## config.mk

```make
export PLATFORM = sky130hd
export DESIGN_NAME = per_channel_rate_limiter_backoff
export DESIGN_NICKNAME = d
export VERILOG_FILES = /design/src/hdl/prlb_pkg.sv /design/src/hdl/prlb_chan_table.sv /design/src/hdl/prlb_decide.sv /design/src/hdl/per_channel_rate_limiter_backoff.sv
export SDC_FILE = /design/constraint.sdc
export NUM_CORES = 1
export LEC_CHECK = 0
export ABC_AREA = 1
export BUFFER_PORTS_ARGS = -buffer_cell sky130_fd_sc_hd__buf_4
export CAP_MARGIN = 20
export CELL_PAD_IN_SITES_DETAIL_PLACEMENT = 1
export CELL_PAD_IN_SITES_GLOBAL_PLACEMENT = 2
export CORE_MARGIN = 8
export CORE_UTILIZATION = 45
export DETAILED_ROUTE_END_ITERATION = 6
export GPL_TIMING_DRIVEN = 0
export HOLD_SLACK_MARGIN = 0.1
export PLACE_DENSITY = 0.8
export SLEW_MARGIN = 20
export SYNTH_ARGS = -nofsm -noshare
export SYNTH_HDL_FRONTEND = slang
export SYNTH_SLANG_ARGS = --single-unit
```

## constraint.sdc

```tcl
create_clock -name i_clk -period 26.6 [get_ports i_clk]
set_clock_uncertainty 0.1 [all_clocks]
set_input_delay 2.66 -clock i_clk [delete_from_list [all_inputs] [get_ports i_clk]]
set_output_delay 2.66 -clock i_clk [all_outputs]
set_load 0.005 [all_outputs]
```

## src/hdl/prlb_pkg.sv

```systemverilog
// ----------------------------------------------------------------------------
// prlb_pkg: shared types and constants of the per-channel rate limiter
// Field widths, event codes, channel entry and update records, backoff table.
// ----------------------------------------------------------------------------
package prlb_pkg;

    localparam int CHAN_W    = 4;
    localparam int TIME_W    = 32;
    localparam int RETRY_W   = 12;
    localparam int DELAY_W   = 16;
    localparam int WAIT_W    = 22;
    localparam int BACKOFF_W = 12;
    localparam int CNT_W     = 3;
    localparam int EXTRA_W   = 5;
    localparam int TOTAL_W   = 13;
    localparam int GAP_W     = TIME_W + 2;

    localparam logic [DELAY_W-1:0] DELAY_RESET = 16'd1000;
    localparam logic [WAIT_W-1:0]  MS_PER_S    = 22'd1000;
    localparam logic [CNT_W-1:0]   CNT_MAX     = 3'd7;
    localparam logic [EXTRA_W-1:0] EXTRA_CAP   = 5'd30;

    typedef enum logic [1:0] {
        OP_REQUEST    = 2'd0,
        OP_SUCCESS    = 2'd1,
        OP_RATE_LIMIT = 2'd2
    } t_op;

    // one channel's stored state as read for the current item
    typedef struct packed {
        logic [TIME_W-1:0] last_grant_ms;
        logic              sent_before;
        logic [TIME_W-1:0] cooldown_end_ms;
        logic              cooldown_active;
        logic [CNT_W-1:0]  failure_count;
    } t_entry;

    // state changes caused by the current item
    typedef struct packed {
        logic              grant;
        logic [TIME_W-1:0] grant_ms;
        logic              clr_cooldown;
        logic              set_cooldown;
        logic [TIME_W-1:0] cooldown_end_ms;
        logic              we_count;
        logic [CNT_W-1:0]  count;
    } t_update;

    typedef struct packed {
        logic                 granted;
        logic [WAIT_W-1:0]    wait_ms;
        logic [BACKOFF_W-1:0] backoff_s;
    } t_result;

    // extra backoff seconds: 2^(count-1)-1, capped at 30
    function automatic logic [EXTRA_W-1:0] extra_s(input logic [CNT_W-1:0] cnt);
        logic [EXTRA_W-1:0] e;
        case (cnt)
            3'd2:    e = 5'd1;
            3'd3:    e = 5'd3;
            3'd4:    e = 5'd7;
            3'd5:    e = 5'd15;
            3'd6,
            3'd7:    e = EXTRA_CAP;
            default: e = '0;
        endcase
        return e;
    endfunction

endpackage

```

## src/hdl/prlb_chan_table.sv

```systemverilog
// ----------------------------------------------------------------------------
// prlb_chan_table: per-channel state store
// Flag and count bits reset to zero; time stamps hold garbage until written.
// ----------------------------------------------------------------------------
module prlb_chan_table #(
    parameter int DEPTH = 16,
    parameter int IDXW  = 4
) (
    input  logic                 i_clk,
    input  logic                 i_rst_n,
    input  logic [IDXW-1:0]      i_idx,
    input  logic                 i_we,
    input  prlb_pkg::t_update    i_upd,
    output prlb_pkg::t_entry     o_entry
);

    logic [prlb_pkg::TIME_W-1:0] r_last_grant [DEPTH];
    logic [prlb_pkg::TIME_W-1:0] r_cd_end     [DEPTH];
    logic                        r_sent       [DEPTH];
    logic                        r_cd_active  [DEPTH];
    logic [prlb_pkg::CNT_W-1:0]  r_fail_cnt   [DEPTH];

    // time stamps: no reset, guarded by the flags
    always_ff @(posedge i_clk) begin
        if (i_we && i_upd.grant) begin
            r_last_grant[i_idx] <= i_upd.grant_ms;
        end
        if (i_we && i_upd.set_cooldown) begin
            r_cd_end[i_idx] <= i_upd.cooldown_end_ms;
        end
    end

    always_ff @(posedge i_clk) begin
        if (!i_rst_n) begin
            for (int k = 0; k < DEPTH; k++) begin
                r_sent[k]      <= 1'b0;
                r_cd_active[k] <= 1'b0;
                r_fail_cnt[k]  <= '0;
            end
        end else if (i_we) begin
            if (i_upd.grant) begin
                r_sent[i_idx] <= 1'b1;
            end
            if (i_upd.set_cooldown) begin
                r_cd_active[i_idx] <= 1'b1;
            end else if (i_upd.clr_cooldown) begin
                r_cd_active[i_idx] <= 1'b0;
            end
            if (i_upd.we_count) begin
                r_fail_cnt[i_idx] <= i_upd.count;
            end
        end
    end

    assign o_entry.last_grant_ms   = r_last_grant[i_idx];
    assign o_entry.sent_before     = r_sent[i_idx];
    assign o_entry.cooldown_end_ms = r_cd_end[i_idx];
    assign o_entry.cooldown_active = r_cd_active[i_idx];
    assign o_entry.failure_count   = r_fail_cnt[i_idx];

endmodule

```

## src/hdl/prlb_decide.sv

```systemverilog
// ----------------------------------------------------------------------------
// prlb_decide: grant / refuse / backoff decision for one event
// Pure combinational; produces the result and the channel state update.
// ----------------------------------------------------------------------------
module prlb_decide (
    input  logic [1:0]                     i_op,
    input  logic                           i_ch_ok,
    input  logic [prlb_pkg::TIME_W-1:0]    i_now_ms,
    input  logic [prlb_pkg::RETRY_W-1:0]   i_retry_after_s,
    input  logic [prlb_pkg::DELAY_W-1:0]   i_min_spacing_ms,
    input  prlb_pkg::t_entry               i_entry,
    output prlb_pkg::t_result              o_res,
    output prlb_pkg::t_update              o_upd
);

    logic [prlb_pkg::TIME_W-1:0]  left;
    logic [prlb_pkg::TIME_W-1:0]  since;
    logic                         in_cooldown;
    logic                         too_soon;
    logic [prlb_pkg::GAP_W-1:0]   gap;
    logic [prlb_pkg::WAIT_W-1:0]  left_sat;
    logic [prlb_pkg::WAIT_W-1:0]  gap_sat;
    logic [prlb_pkg::CNT_W-1:0]   cnt_next;
    logic [prlb_pkg::TOTAL_W-1:0] total_s;
    logic [prlb_pkg::WAIT_W-1:0]  total_ms;
    logic [prlb_pkg::BACKOFF_W-1:0] backoff_sat;

    // cooldown remaining, signed
    assign left        = i_entry.cooldown_end_ms - i_now_ms;
    assign in_cooldown = i_entry.cooldown_active && !left[prlb_pkg::TIME_W-1] && (left != '0);
    assign left_sat    = (|left[prlb_pkg::TIME_W-1:prlb_pkg::WAIT_W]) ? '1
                                                                       : left[prlb_pkg::WAIT_W-1:0];

    // time since last grant, signed; negative counts as too soon
    assign since    = i_now_ms - i_entry.last_grant_ms;
    assign too_soon = since[prlb_pkg::TIME_W-1] ||
                      ((since[prlb_pkg::TIME_W-1:prlb_pkg::DELAY_W] == '0) &&
                       (since[prlb_pkg::DELAY_W-1:0] < i_min_spacing_ms));
    assign gap      = prlb_pkg::GAP_W'(i_min_spacing_ms) -
                      {{2{since[prlb_pkg::TIME_W-1]}}, since};
    assign gap_sat  = (|gap[prlb_pkg::GAP_W-1:prlb_pkg::WAIT_W]) ? '1
                                                                  : gap[prlb_pkg::WAIT_W-1:0];

    // backoff path
    assign cnt_next    = (i_entry.failure_count == prlb_pkg::CNT_MAX) ?
                         i_entry.failure_count : i_entry.failure_count + 3'd1;
    assign total_s     = prlb_pkg::TOTAL_W'(i_retry_after_s) +
                         prlb_pkg::TOTAL_W'(prlb_pkg::extra_s(cnt_next));
    assign total_ms    = prlb_pkg::WAIT_W'(total_s) * prlb_pkg::MS_PER_S;
    assign backoff_sat = total_s[prlb_pkg::TOTAL_W-1] ? '1 : total_s[prlb_pkg::BACKOFF_W-1:0];

    always_comb begin
        o_res                = '0;
        o_upd                = '0;
        o_upd.grant_ms       = i_now_ms;
        o_upd.cooldown_end_ms = i_now_ms + prlb_pkg::TIME_W'(total_ms);
        o_upd.count          = cnt_next;
        if (i_ch_ok) begin
            case (prlb_pkg::t_op'(i_op))
                prlb_pkg::OP_REQUEST: begin
                    if (in_cooldown) begin
                        o_res.wait_ms = left_sat;
                    end else begin
                        o_upd.clr_cooldown = i_entry.cooldown_active;
                        if (i_entry.sent_before && too_soon) begin
                            o_res.wait_ms = gap_sat;
                        end else begin
                            o_res.granted = 1'b1;
                            o_upd.grant   = 1'b1;
                        end
                    end
                end
                prlb_pkg::OP_SUCCESS: begin
                    o_upd.we_count = 1'b1;
                    o_upd.count    = '0;
                end
                prlb_pkg::OP_RATE_LIMIT: begin
                    o_upd.we_count     = 1'b1;
                    o_upd.set_cooldown = 1'b1;
                    o_res.backoff_s    = backoff_sat;
                end
                default: begin
                end
            endcase
        end
    end

endmodule

```

## src/hdl/per_channel_rate_limiter_backoff.sv

```systemverilog
// ----------------------------------------------------------------------------
// per_channel_rate_limiter_backoff: per-channel send limiter with backoff
// Grants or refuses send requests per channel, tracks failures and cooldowns.
// ----------------------------------------------------------------------------
//
//  Channel  | Handshake            | Payload
//  ---------+----------------------+------------------------------------------
//  in       | i_valid / o_stall    | i_op, i_channel, i_now_ms, i_retry_after_s
//  out      | o_valid / i_stall    | o_granted, o_wait_ms, o_backoff_s
//  config   | i_cfg_we             | i_cfg_wdata (minimum send spacing, ms)
//
//  One item per cycle sustained unless stalled; an item passes the input
//  register, then the result register. The channel entry is read and rewritten
//  while an item moves from the input register to the result register, so the
//  next item always sees the updated entry. Synchronous active-low reset clears
//  flags, failure counts and min delay (1000 ms); no clearing pass is needed.
//  A stall on the output holds the result; one more item fits in the input
//  register before o_stall rises.
//
module per_channel_rate_limiter_backoff #(
    parameter int CHANNELS = 16
) (
    input  logic                              i_clk,
    input  logic                              i_rst_n,
    // event input
    input  logic                              i_valid,
    output logic                              o_stall,
    input  logic [1:0]                        i_op,
    input  logic [prlb_pkg::CHAN_W-1:0]       i_channel,
    input  logic [prlb_pkg::TIME_W-1:0]       i_now_ms,
    input  logic [prlb_pkg::RETRY_W-1:0]      i_retry_after_s,
    // result output
    output logic                              o_valid,
    input  logic                              i_stall,
    output logic                              o_granted,
    output logic [prlb_pkg::WAIT_W-1:0]       o_wait_ms,
    output logic [prlb_pkg::BACKOFF_W-1:0]    o_backoff_s,
    // configuration
    input  logic                              i_cfg_we,
    input  logic [prlb_pkg::DELAY_W-1:0]      i_cfg_wdata
);

    // only channels the index field can reach need storage
    localparam int MAX_IDX = 1 << prlb_pkg::CHAN_W;
    localparam int DEPTH   = (CHANNELS < MAX_IDX) ? CHANNELS : MAX_IDX;
    localparam int IDXW    = (DEPTH > 1) ? $clog2(DEPTH) : 1;

    logic                           r_in_valid, n_in_valid;
    logic [1:0]                     r_op;
    logic [prlb_pkg::CHAN_W-1:0]    r_ch;
    logic [prlb_pkg::TIME_W-1:0]    r_now;
    logic [prlb_pkg::RETRY_W-1:0]   r_retry;

    logic                           r_out_valid, n_out_valid;
    prlb_pkg::t_result              r_res;

    logic [prlb_pkg::DELAY_W-1:0]   r_min_delay;

    logic                           advance;
    logic                           load_in;
    logic                           fire;
    logic                           ch_ok;
    prlb_pkg::t_entry               entry;
    prlb_pkg::t_result              res;
    prlb_pkg::t_update              upd;

    // result register can take a new item when empty or being drained
    assign advance = !r_out_valid || !i_stall;
    assign o_stall = r_in_valid && !advance;
    assign load_in = i_valid && !o_stall;
    assign fire    = r_in_valid && advance;
    assign ch_ok   = (32'(r_ch) < CHANNELS);

    assign n_in_valid  = load_in || (r_in_valid && !advance);
    assign n_out_valid = fire || (r_out_valid && i_stall);

    always_ff @(posedge i_clk) begin
        if (!i_rst_n) begin
            r_in_valid  <= 1'b0;
            r_out_valid <= 1'b0;
            r_min_delay <= prlb_pkg::DELAY_RESET;
        end else begin
            r_in_valid  <= n_in_valid;
            r_out_valid <= n_out_valid;
            if (i_cfg_we) begin
                r_min_delay <= i_cfg_wdata;
            end
        end
    end

    // payload registers
    always_ff @(posedge i_clk) begin
        if (load_in) begin
            r_op    <= i_op;
            r_ch    <= i_channel;
            r_now   <= i_now_ms;
            r_retry <= i_retry_after_s;
        end
        if (fire) begin
            r_res <= res;
        end
    end

    prlb_chan_table #(
        .DEPTH (DEPTH),
        .IDXW  (IDXW)
    ) u_table (
        .i_clk   (i_clk),
        .i_rst_n (i_rst_n),
        .i_idx   (r_ch[IDXW-1:0]),
        .i_we    (fire),
        .i_upd   (upd),
        .o_entry (entry)
    );

    prlb_decide u_decide (
        .i_op             (r_op),
        .i_ch_ok          (ch_ok),
        .i_now_ms         (r_now),
        .i_retry_after_s  (r_retry),
        .i_min_spacing_ms (r_min_delay),
        .i_entry          (entry),
        .o_res            (res),
        .o_upd            (upd)
    );

    assign o_valid     = r_out_valid;
    assign o_granted   = r_res.granted;
    assign o_wait_ms   = r_res.wait_ms;
    assign o_backoff_s = r_res.backoff_s;

endmodule

```

# Word-level counts from Yosys, hierarchy flattened
# Memories as Yosys holds them, arrays and structs flattened. A register that Yosys moved wholly into a read port is not among the register bits.
# Cells that the tools add are included.
# totals
wordCells	114
mem_count	5
reg_bits	103
ram_bits	1104
out_inout_bits	37
in_bits	71
# op_classes
bitwise_logic	1
muxes	52
n_eq_ne	9
order_cmp	1
n_addsub	6
mul	1
reduce_logical	29
# memory_table
name	depth	word_bits	rd	rd_ports_with_merged_regs	wr	line	source
u_table.r_cd_end	16	32	1	1	1	prlb_chan_table.sv:18	logic [prlb_pkg::TIME_W-1:0] r_cd_end [DEPTH];
u_table.r_last_grant	16	32	1	1	1	prlb_chan_table.sv:17	logic [prlb_pkg::TIME_W-1:0] r_last_grant [DEPTH];
u_table.r_fail_cnt	16	3	1	1	16	prlb_chan_table.sv:21	logic [prlb_pkg::CNT_W-1:0] r_fail_cnt [DEPTH];
u_table.r_cd_active	16	1	1	1	16	prlb_chan_table.sv:20	logic r_cd_active [DEPTH];
u_table.r_sent	16	1	1	1	16	prlb_chan_table.sv:19	logic r_sent [DEPTH];
# op_table
operator	count
22-bit two-way mux	4
32-bit subtractor	2
1-bit two-way mux	35
17-bit by 32-bit subtractor with 33-bit output	1
32-bit by 22-bit adder with 32-bit output	1
4-bit two-way mux	8
32-bit nonzero test	1
5-bit case mux with 5 select lines	1
13-bit by 7-bit multiplier with 19-bit output (second input constant)	1
16-bit zero test	1
16-bit less-than comparator	1
3-bit equality test (second input constant)	5
12-bit by 5-bit adder with 13-bit output	1
12-bit two-way mux	1
12-bit OR reduction	1
1-bit logical AND	10
10-bit OR reduction	1
3-bit two-way mux	3
3-bit by 2-bit equality test with 1-bit output (second input constant)	2
1-bit zero test	5
1-bit logical OR	4
2-bit OR reduction	2
3-bit by 1-bit adder with 3-bit output (second input constant)	1
3-bit OR reduction	1
5 further kinds	6

# Longest topological paths before layout
# Gate-level depths: netlist of run 1.
# logic_depth
word_depth	14
depth_mapped	55
depth_no_buf	52

# Modules after synthesis
# Synthesis of run 1 repeated with hierarchy kept, for this count alone.
# hier_totals
cells_unflattened	6779
area_unflattened_um2	60946.0
# modules_own_cells
mod	area_each_um2	cells_per_inst	seq_area_each_um2	instances
prlb_chan_table	46627.2	4685	32831.5	1
prlb_decide	11125.7	1927	0.0	1
per_channel_rate_limiter_backoff	3193.1	167	2912.8	1

# Worst setup path before layout of run 1
# OpenSTA, ideal clock, no wires.
# synth_path
path_kind	register -> register
start	register (tool-made name)
end	memory u_table.r_cd_end[0][27] in the netlist's numbering, data pin
required_ns	26.211
setup_slack_ns	17.617
path_stages_with_launch	47
t_arrival_ns	8.594
n_path_buf	3
setup_ns	0.289
synth_period_minus_slack_ns	8.983
path_cell_list	dfxtp_1 buf_4 buf_2 clkbuf_1 nor2_1 o221ai_1 nand3_1 nand2_1 inv_1 ha_1 o21ai_0 nor2_1 o21ai_0 o211ai_1 ha_1 fa_1 xor2_1 inv_1 [11 not listed] o21ai_0 nand2_1 nand2_1 a21oi_1 o21ai_0 nand2_1 nand2_1 a21oi_1 xor2_1 inv_1 ha_1 nand2_1 inv_1 a21oi_1 inv_1 a21oi_1 nor2_1 xor2_1
# synth_rtl
element	line
end, declared	prlb_chan_table.sv:18

==> results.md, run 1 <==
* Status: finished, final reports clean
* Post-Syn Area per Cell at 10.86 um^2
* Worst Path Max Fanout at 16
* Sequential cell area at 35820 um^2
* Post-Synthesis Cells at 5276
* Hold Vio Cnt, Final at 0
* RSZ-0062 raised after global routing: false
* Setup Viol. Count Final at 0
* Clock transition at the registers of the reported paths at 60 ps
* CTS Hold Bufs at 0
* Min Tclk post-route at 12220 ps
* Fin cells at 7366
* All-Layer GR Usage at 30.93%
* Root buffer cell: clkbuf_16
* HPWL Detailed at 158.7 mm
* Yosys reg bits at 1211
* Drt drc at 0
* Die height at 372.8 um
* Area Overhead vs Synth at 16.12%
* Crit path top cell by count: nand2_1
* Initial Util at 45.15%
* TritonCTS Buffers at 134
* DRT iter0 DRCs at 4959
* Synth top area share at 60.66%
* YS warnings at 0
* Type of element capturing the critical path: register
* CTS tree: done
* Initial antenna violation count at 7
* Top cells by area, synth: edfxtp_1 (61%), o21ai_0 (5.5%), nor2_1 (5.1%)
* CP max stage cell: clkbuf_1
* H-tree Lvls at 4
* Aggregate negative setup slack at 0 ps
* Cell taking the most area after synthesis: edfxtp_1
* Crit path launch type: register
* Routed via count at 44340
* Fin nets at 5897
* GR Overflow Total at 0
* Hold slack at 344.3 ps
* Clk_lat worst skew at 800 ps
* I/O Buffers at 106
* Final Cell Area at 66510 um^2
* Hold Path Class: register to register
* GP Congestion at 0.9044
* Number of global-route vias before repair at 46090
* Via-to-Cell Ratio at 6.019
* Routed Antenna Nets at 0
* Fillcell total at 13520
* CTS Buffer Depth at 3
* Slew Viols, Final at 0
* Clk sink count at 1211
* Reg-to-reg slack, setup at 14380 ps
* Core Area at 126900 um^2
* Slowest stage delay, CP at 830 ps
* Worst slew pin tran at 1234 ps
* Initial DRT Pass Iterations at 5
* Die area at 139000 um^2
* Fin crit share at 45.93%
* Placed instance area at 62360 um^2
* Multi-input gate area at 19130 um^2
* Max frequency at 81.85 MHz
* Placed insts at 7132
* Drt total wl at 220.7 mm
* Site row count at 131
* Largest net degree at the start of global routing at 59
* Max Cap Viol at 0
* Worst Setup Path Type: register to register
* Drt wl/cell at 29.96 um
* Distinct cells, synth at 55
* Share of layout cells above drive strength 1 at 9.753%
* I/O pin cnt at 108
* Netlist Area Pre-Place at 57280 um^2
* Resized Gates After CTS at 0
* Critical Path AT at 12590 ps
* First-pass GRT wire length at 317.8 mm
* Die extent in x at 372.8 um
* Req. time, crit path at 26980 ps
* Seq/Total Area, Yosys at 62.54%
* Headroom to the max-slew limit at 17.75%
* Setup Fix Bufs, Post-CTS at 0
* Mapped Nets at 5564
[worst max-delay path: cells and delay by family, from the launching register on]
family	cells	cell delay (ps)
xor gates and xnor gates	3	1490
and+or+nand+nor	13	1550
AOI/OAI and AO/OA	12	2620
DFF	1	570
adders and majority gates	9	3740
buffers and inverters	8	1840
[cell usage after synthesis (all sizes together)]
cell and instances:
a211oi 2, a21boi 5, a21o 8, a21oi 172
a221oi 3, a311o 1, a31oi 5, and2 4
and3 2, buf 41, clkbuf 224, clkinv 3
dfxtp 54, edfxtp 1157, fa 47, ha 170
inv 446, nand2 754, nand3 182, nand3b 5
nand4 58, nor2 793, nor3 20, nor3b 1
nor4 6, o211ai 69, o21a 8, o21ai 644
o21bai 7, o221a 1, o221ai 200, o22ai 70
o31ai 4, or2 5, xnor2 30, xor2 75
[stage by stage]
step / worst slack (ps) / util (%)
final: 14380 / 52.43
after global routing: 13590 / 52.42
after CTS: 13990 / 52.35
after detailed placement: 14120 / 49.16
after global placement: 14060 / 47.42
after floorplan: 17620 / -
[sequential cells by signal (all words and copies together) (netlist names), 4 cells and up, named ones only]
signal / count
o_backoff_s: 12
o_wait_ms: 22
r_ch: 4
r_min_delay: 16
r_now: 32
r_retry: 12
u_table.r_cd_active: 16
u_table.r_cd_end: 512
u_table.r_fail_cnt: 48
u_table.r_last_grant: 512
u_table.r_sent: 16
[cell usage in the layout (no fill, tap or decap), types with 70 or more instances in the layout]
| cell type | netlist | final |
|---|---|---|
| o221ai_1 | 200 | 200 |
| nor2_1 | 772 | 740 |
| o22ai_1 | 70 | 70 |
| a21oi_1 | 172 | 172 |
| edfxtp_1 | 1157 | 1157 |
| inv_1 | 427 | 426 |
| buf_4 | 9 | 116 |
| nand2_1 | 716 | 716 |
| clkbuf_1 | 224 | 252 |
| ha_1 | 170 | 170 |
| nand3_1 | 176 | 176 |
| o21ai_0 | 627 | 627 |
| clkbuf_16 | 0 | 137 |
[final timing paths]
path | start | endpoint | cells past startpoint
worst max-delay path | register | u_table.r_cd_end[10][27] | 45
worst min-delay path | u_table.r_sent[8] | u_table.r_sent[8] | 2
worst max register to register | register | u_table.r_cd_end[10][27] | 45
worst min register to register | u_table.r_sent[8] | u_table.r_sent[8] | 2
[logic make-up after synthesis]
| logic type | count (synthesis) | share of synthesized area [%] |
|---|---|---|
| buf+inv | 714 | 4.821 |
| simple gates | 1830 | 13.23 |
| fa+ha+maj | 217 | 5.356 |
| xor+xnor | 105 | 1.606 |
| flops | 1211 | 62.54 |
| compound gates | 1199 | 12.45 |
[per-layer routing]
layer  wire length (um)  part of all wire [%]  global-route usage [%]  vias up
met4              12440                   5.6                   16.22        6
met5                 38                 0.017                       0        -
met3              17850                   8.1                   5.940      518
met1              87060                    39                   39.30    22330
li1                   -                     -                       -    19410
met2             103300                    47                   50.35     2071
[final cells by class]
type	instances	share of cell area, %
clock buffers	177	5.425
multi-input cells	3351	28.76
inverters	449	2.542
flip-flops and latches	1211	53.86
repair buffers	197	3.977
plain buffers	265	1.635
well taps	1662	3.127
clock inverters	51	0.6641
diodes	3	0.01129
Power of run 1 is not shown: default switching activity piles up to over one toggle a cycle in this logic, so the estimate is an artifact.
==> run 2, diff against run 1 <==
- CORE_UTILIZATION: 45 -> 39
- PLACE_DENSITY: 0.8 -> 0.74
- clock period: 26.6 -> 10.4 ns (I/O delays scaled with it)
==> results.md, run 2 (same netlist as run 1, synthesis figures left out) <==
* Type of element capturing the critical path: register
* I/O Buffers at 106 (unchanged)
* Root buffer cell: clkbuf_16
* Hold slack at 325.9 ps (-18.41 ps)
* H-tree Lvls at 4 (unchanged)
* CTS Hold Bufs at 0 (unchanged)
* Crit path launch type: register
* Clk sink count at 1211 (unchanged)
* GP Congestion at 0.8824 (-2.4%)
* Slowest stage delay, CP at 520 ps (-310 ps)
* Drt wl/cell at 29.28 um (-2.3%)
* HPWL Detailed at 164.8 mm (+3.9%)
* Setup Viol. Count Final at 0 (unchanged)
* Max Cap Viol at 0 (unchanged)
* WP buf/inv at 11 (+3)
* DRT iter0 DRCs at 4024 (-19%)
* Core Area at 145700 um^2 (+15%)
* Req. time, crit path at 10810 ps (-16170 ps)
* Clk_lat worst skew at 790 ps (about the same)
* Largest net degree at the start of global routing at 59 (unchanged)
* Worst Path Max Fanout at 16 (unchanged)
* Die extent in x at 399.2 um (+7.1%)
* Routed Antenna Nets at 0 (unchanged)
* CTS Buffer Depth at 3 (unchanged)
* Largest registers: u_table.r_cd_end x512, u_table.r_last_grant x512, u_table.r_fail_cnt x48
* Drt drc at 0 (unchanged)
* Fillcell total at 15610 (+15%)
* Hold Path Class: primary input to register
* Drt total wl at 224.9 mm (+1.9%)
* Share of layout cells above drive strength 1 at 11.94% (+2.2 points)
* Crit path top cell by count: nand2_1
* Die height at 399.2 um (+7.1%)
* Worst Setup Path Type: register to register
* Fin nets at 5933 (+0.61%)
* RSZ-0062 raised after global routing: true
* Site row count at 140 (+6.9%)
* Commonest non-fill, non-tap cell in the layout: edfxtp_1
* Delay-heaviest family, CP: adder cells
* Area Overhead vs Synth at 19.30%
* Max frequency at 101.7 MHz (+24%)
* Sequential cell area at 35830 um^2 (about the same)
* Critical Path AT at 10240 ps (-2350 ps)
* Headroom to the max-slew limit at 14.60% (-3.2 points)
* Via-to-Cell Ratio at 5.767 (-4.2%)
* Fin crit share at 94.53% (+49 points)
* Min Tclk post-route at 9831 ps (-2385 ps)
* Clock transition at the registers of the reported paths at 60 ps (about the same)
* Multi-input gate area at 19520 um^2 (+2.1%)
* Worst slew pin tran at 1281 ps (+47.30 ps)
* CP max stage cell: fa_1
* Initial Util at 39.30% (-5.8 points)
* Initial antenna violation count at 12 (+5)
* All-Layer GR Usage at 27.73% (-3.2 points)
* Hold Vio Cnt, Final at 0 (unchanged)
* GR Overflow Total at 0 (unchanged)
* Commonest non-fill, non-tap cells in the layout: edfxtp_1 (1157), nor2_1 (738), nand2_1 (709)
* First-pass GRT wire length at 321.4 mm (+1.1%)
* Number of global-route vias before repair at 45760 (-0.72%)
* Die area at 159400 um^2 (+15%)
* Routed via count at 44300 (-0.077%)
* Initial DRT Pass Iterations at 5 (unchanged)
* CTS tree: done
* Reg-to-reg slack, setup at 570 ps (-13810 ps)
* Status: finished, final reports clean
* I/O pin cnt at 108 (unchanged)
* TritonCTS Buffers at 135 (+0.75%)
* Slew Viols, Final at 0 (unchanged)
==> run 2: cell types whose count changed in the layout (fill, tap and decap cells not counted), sizes merged <==
cell      change
bufinv       +11
clkbuf       -18
diode         +7
buf          +38
clkinvlp      +4
clkinv       +19
==> run 2: path summary, 6_finish.rpt <==
check | to | start | depth (start not counted)
worst max-delay path | u_table.r_cd_end[2][29] | register | 50
worst min-delay path | r_now[3] | i_now_ms[3] | 1
worst max register to register | u_table.r_cd_end[2][29] | register | 50
worst min register to register | u_table.r_sent[4] | u_table.r_sent[4] | 2
==> run 2: repair_timing <==
item,in CTS,in global routing
pin swaps,6,14
buffers inserted,5,11
setup endpoints to repair,304,208
resized for setup,57,59
==> run 2: layout make-up <==
| cell class | count | area share [%] |
|---|---|---|
| Multi-Input combinational cell | 3351 | 28.57 |
| Clock inverter | 85 | 1.324 |
| Clock buffer | 162 | 5.259 |
| Antenna cell | 10 | 0.03662 |
| Tap cell | 1917 | 3.510 |
| Buffer | 261 | 1.670 |
| Inverter | 449 | 2.479 |
| Sequential cell | 1211 | 52.44 |
| Timing Repair Buffer | 236 | 4.715 |
==> run 2: worst reg2reg max path: cells and delay by family (launching register included) <==
| family | cells | cell delay, ps |
|---|---|---|
| buffers and inverters | 11 | 1420 |
| and+or+nand+nor | 11 | 1130 |
| DFF | 1 | 390 |
| adders and majority gates | 9 | 3180 |
| xor gates and xnor gates | 3 | 650 |
| AOI/OAI and AO/OA | 16 | 2720 |
==> run 2: metal layers <==
| layer | vias to the layer above | share of wire [%] | wire length (um) | GRT usage [%] |
|---|---|---|---|---|
| li1 | 19490 | - | - | - |
| met1 | 22460 | 40 | 89900 | 35.32 |
| met2 | 1922 | 47 | 106100 | 45.79 |
| met3 | 427 | 8.3 | 18640 | 5.858 |
| met4 | 6 | 4.6 | 10270 | 11.92 |
| met5 | - | 0.021 | 47 | 0 |
==> run 2: through the flow <==
step           instances  util (%)  setup TNS [ps]  setup WS, ps  area, um^2
2_1_floorplan       5276         -               0          1417       57280
3_3_place_gp        7299     41.49        -1480380         -2097       60470
3_5_place_dp        7411     43.28         -353190         -1896       63080
4_1_cts             7659     46.58               0         25.00       67880
5_1_grt             7672     46.87           -4896        -137.1       68310
6_report            7682     46.89               0         568.7       68330
Power of run 2 is left out for the same reason.
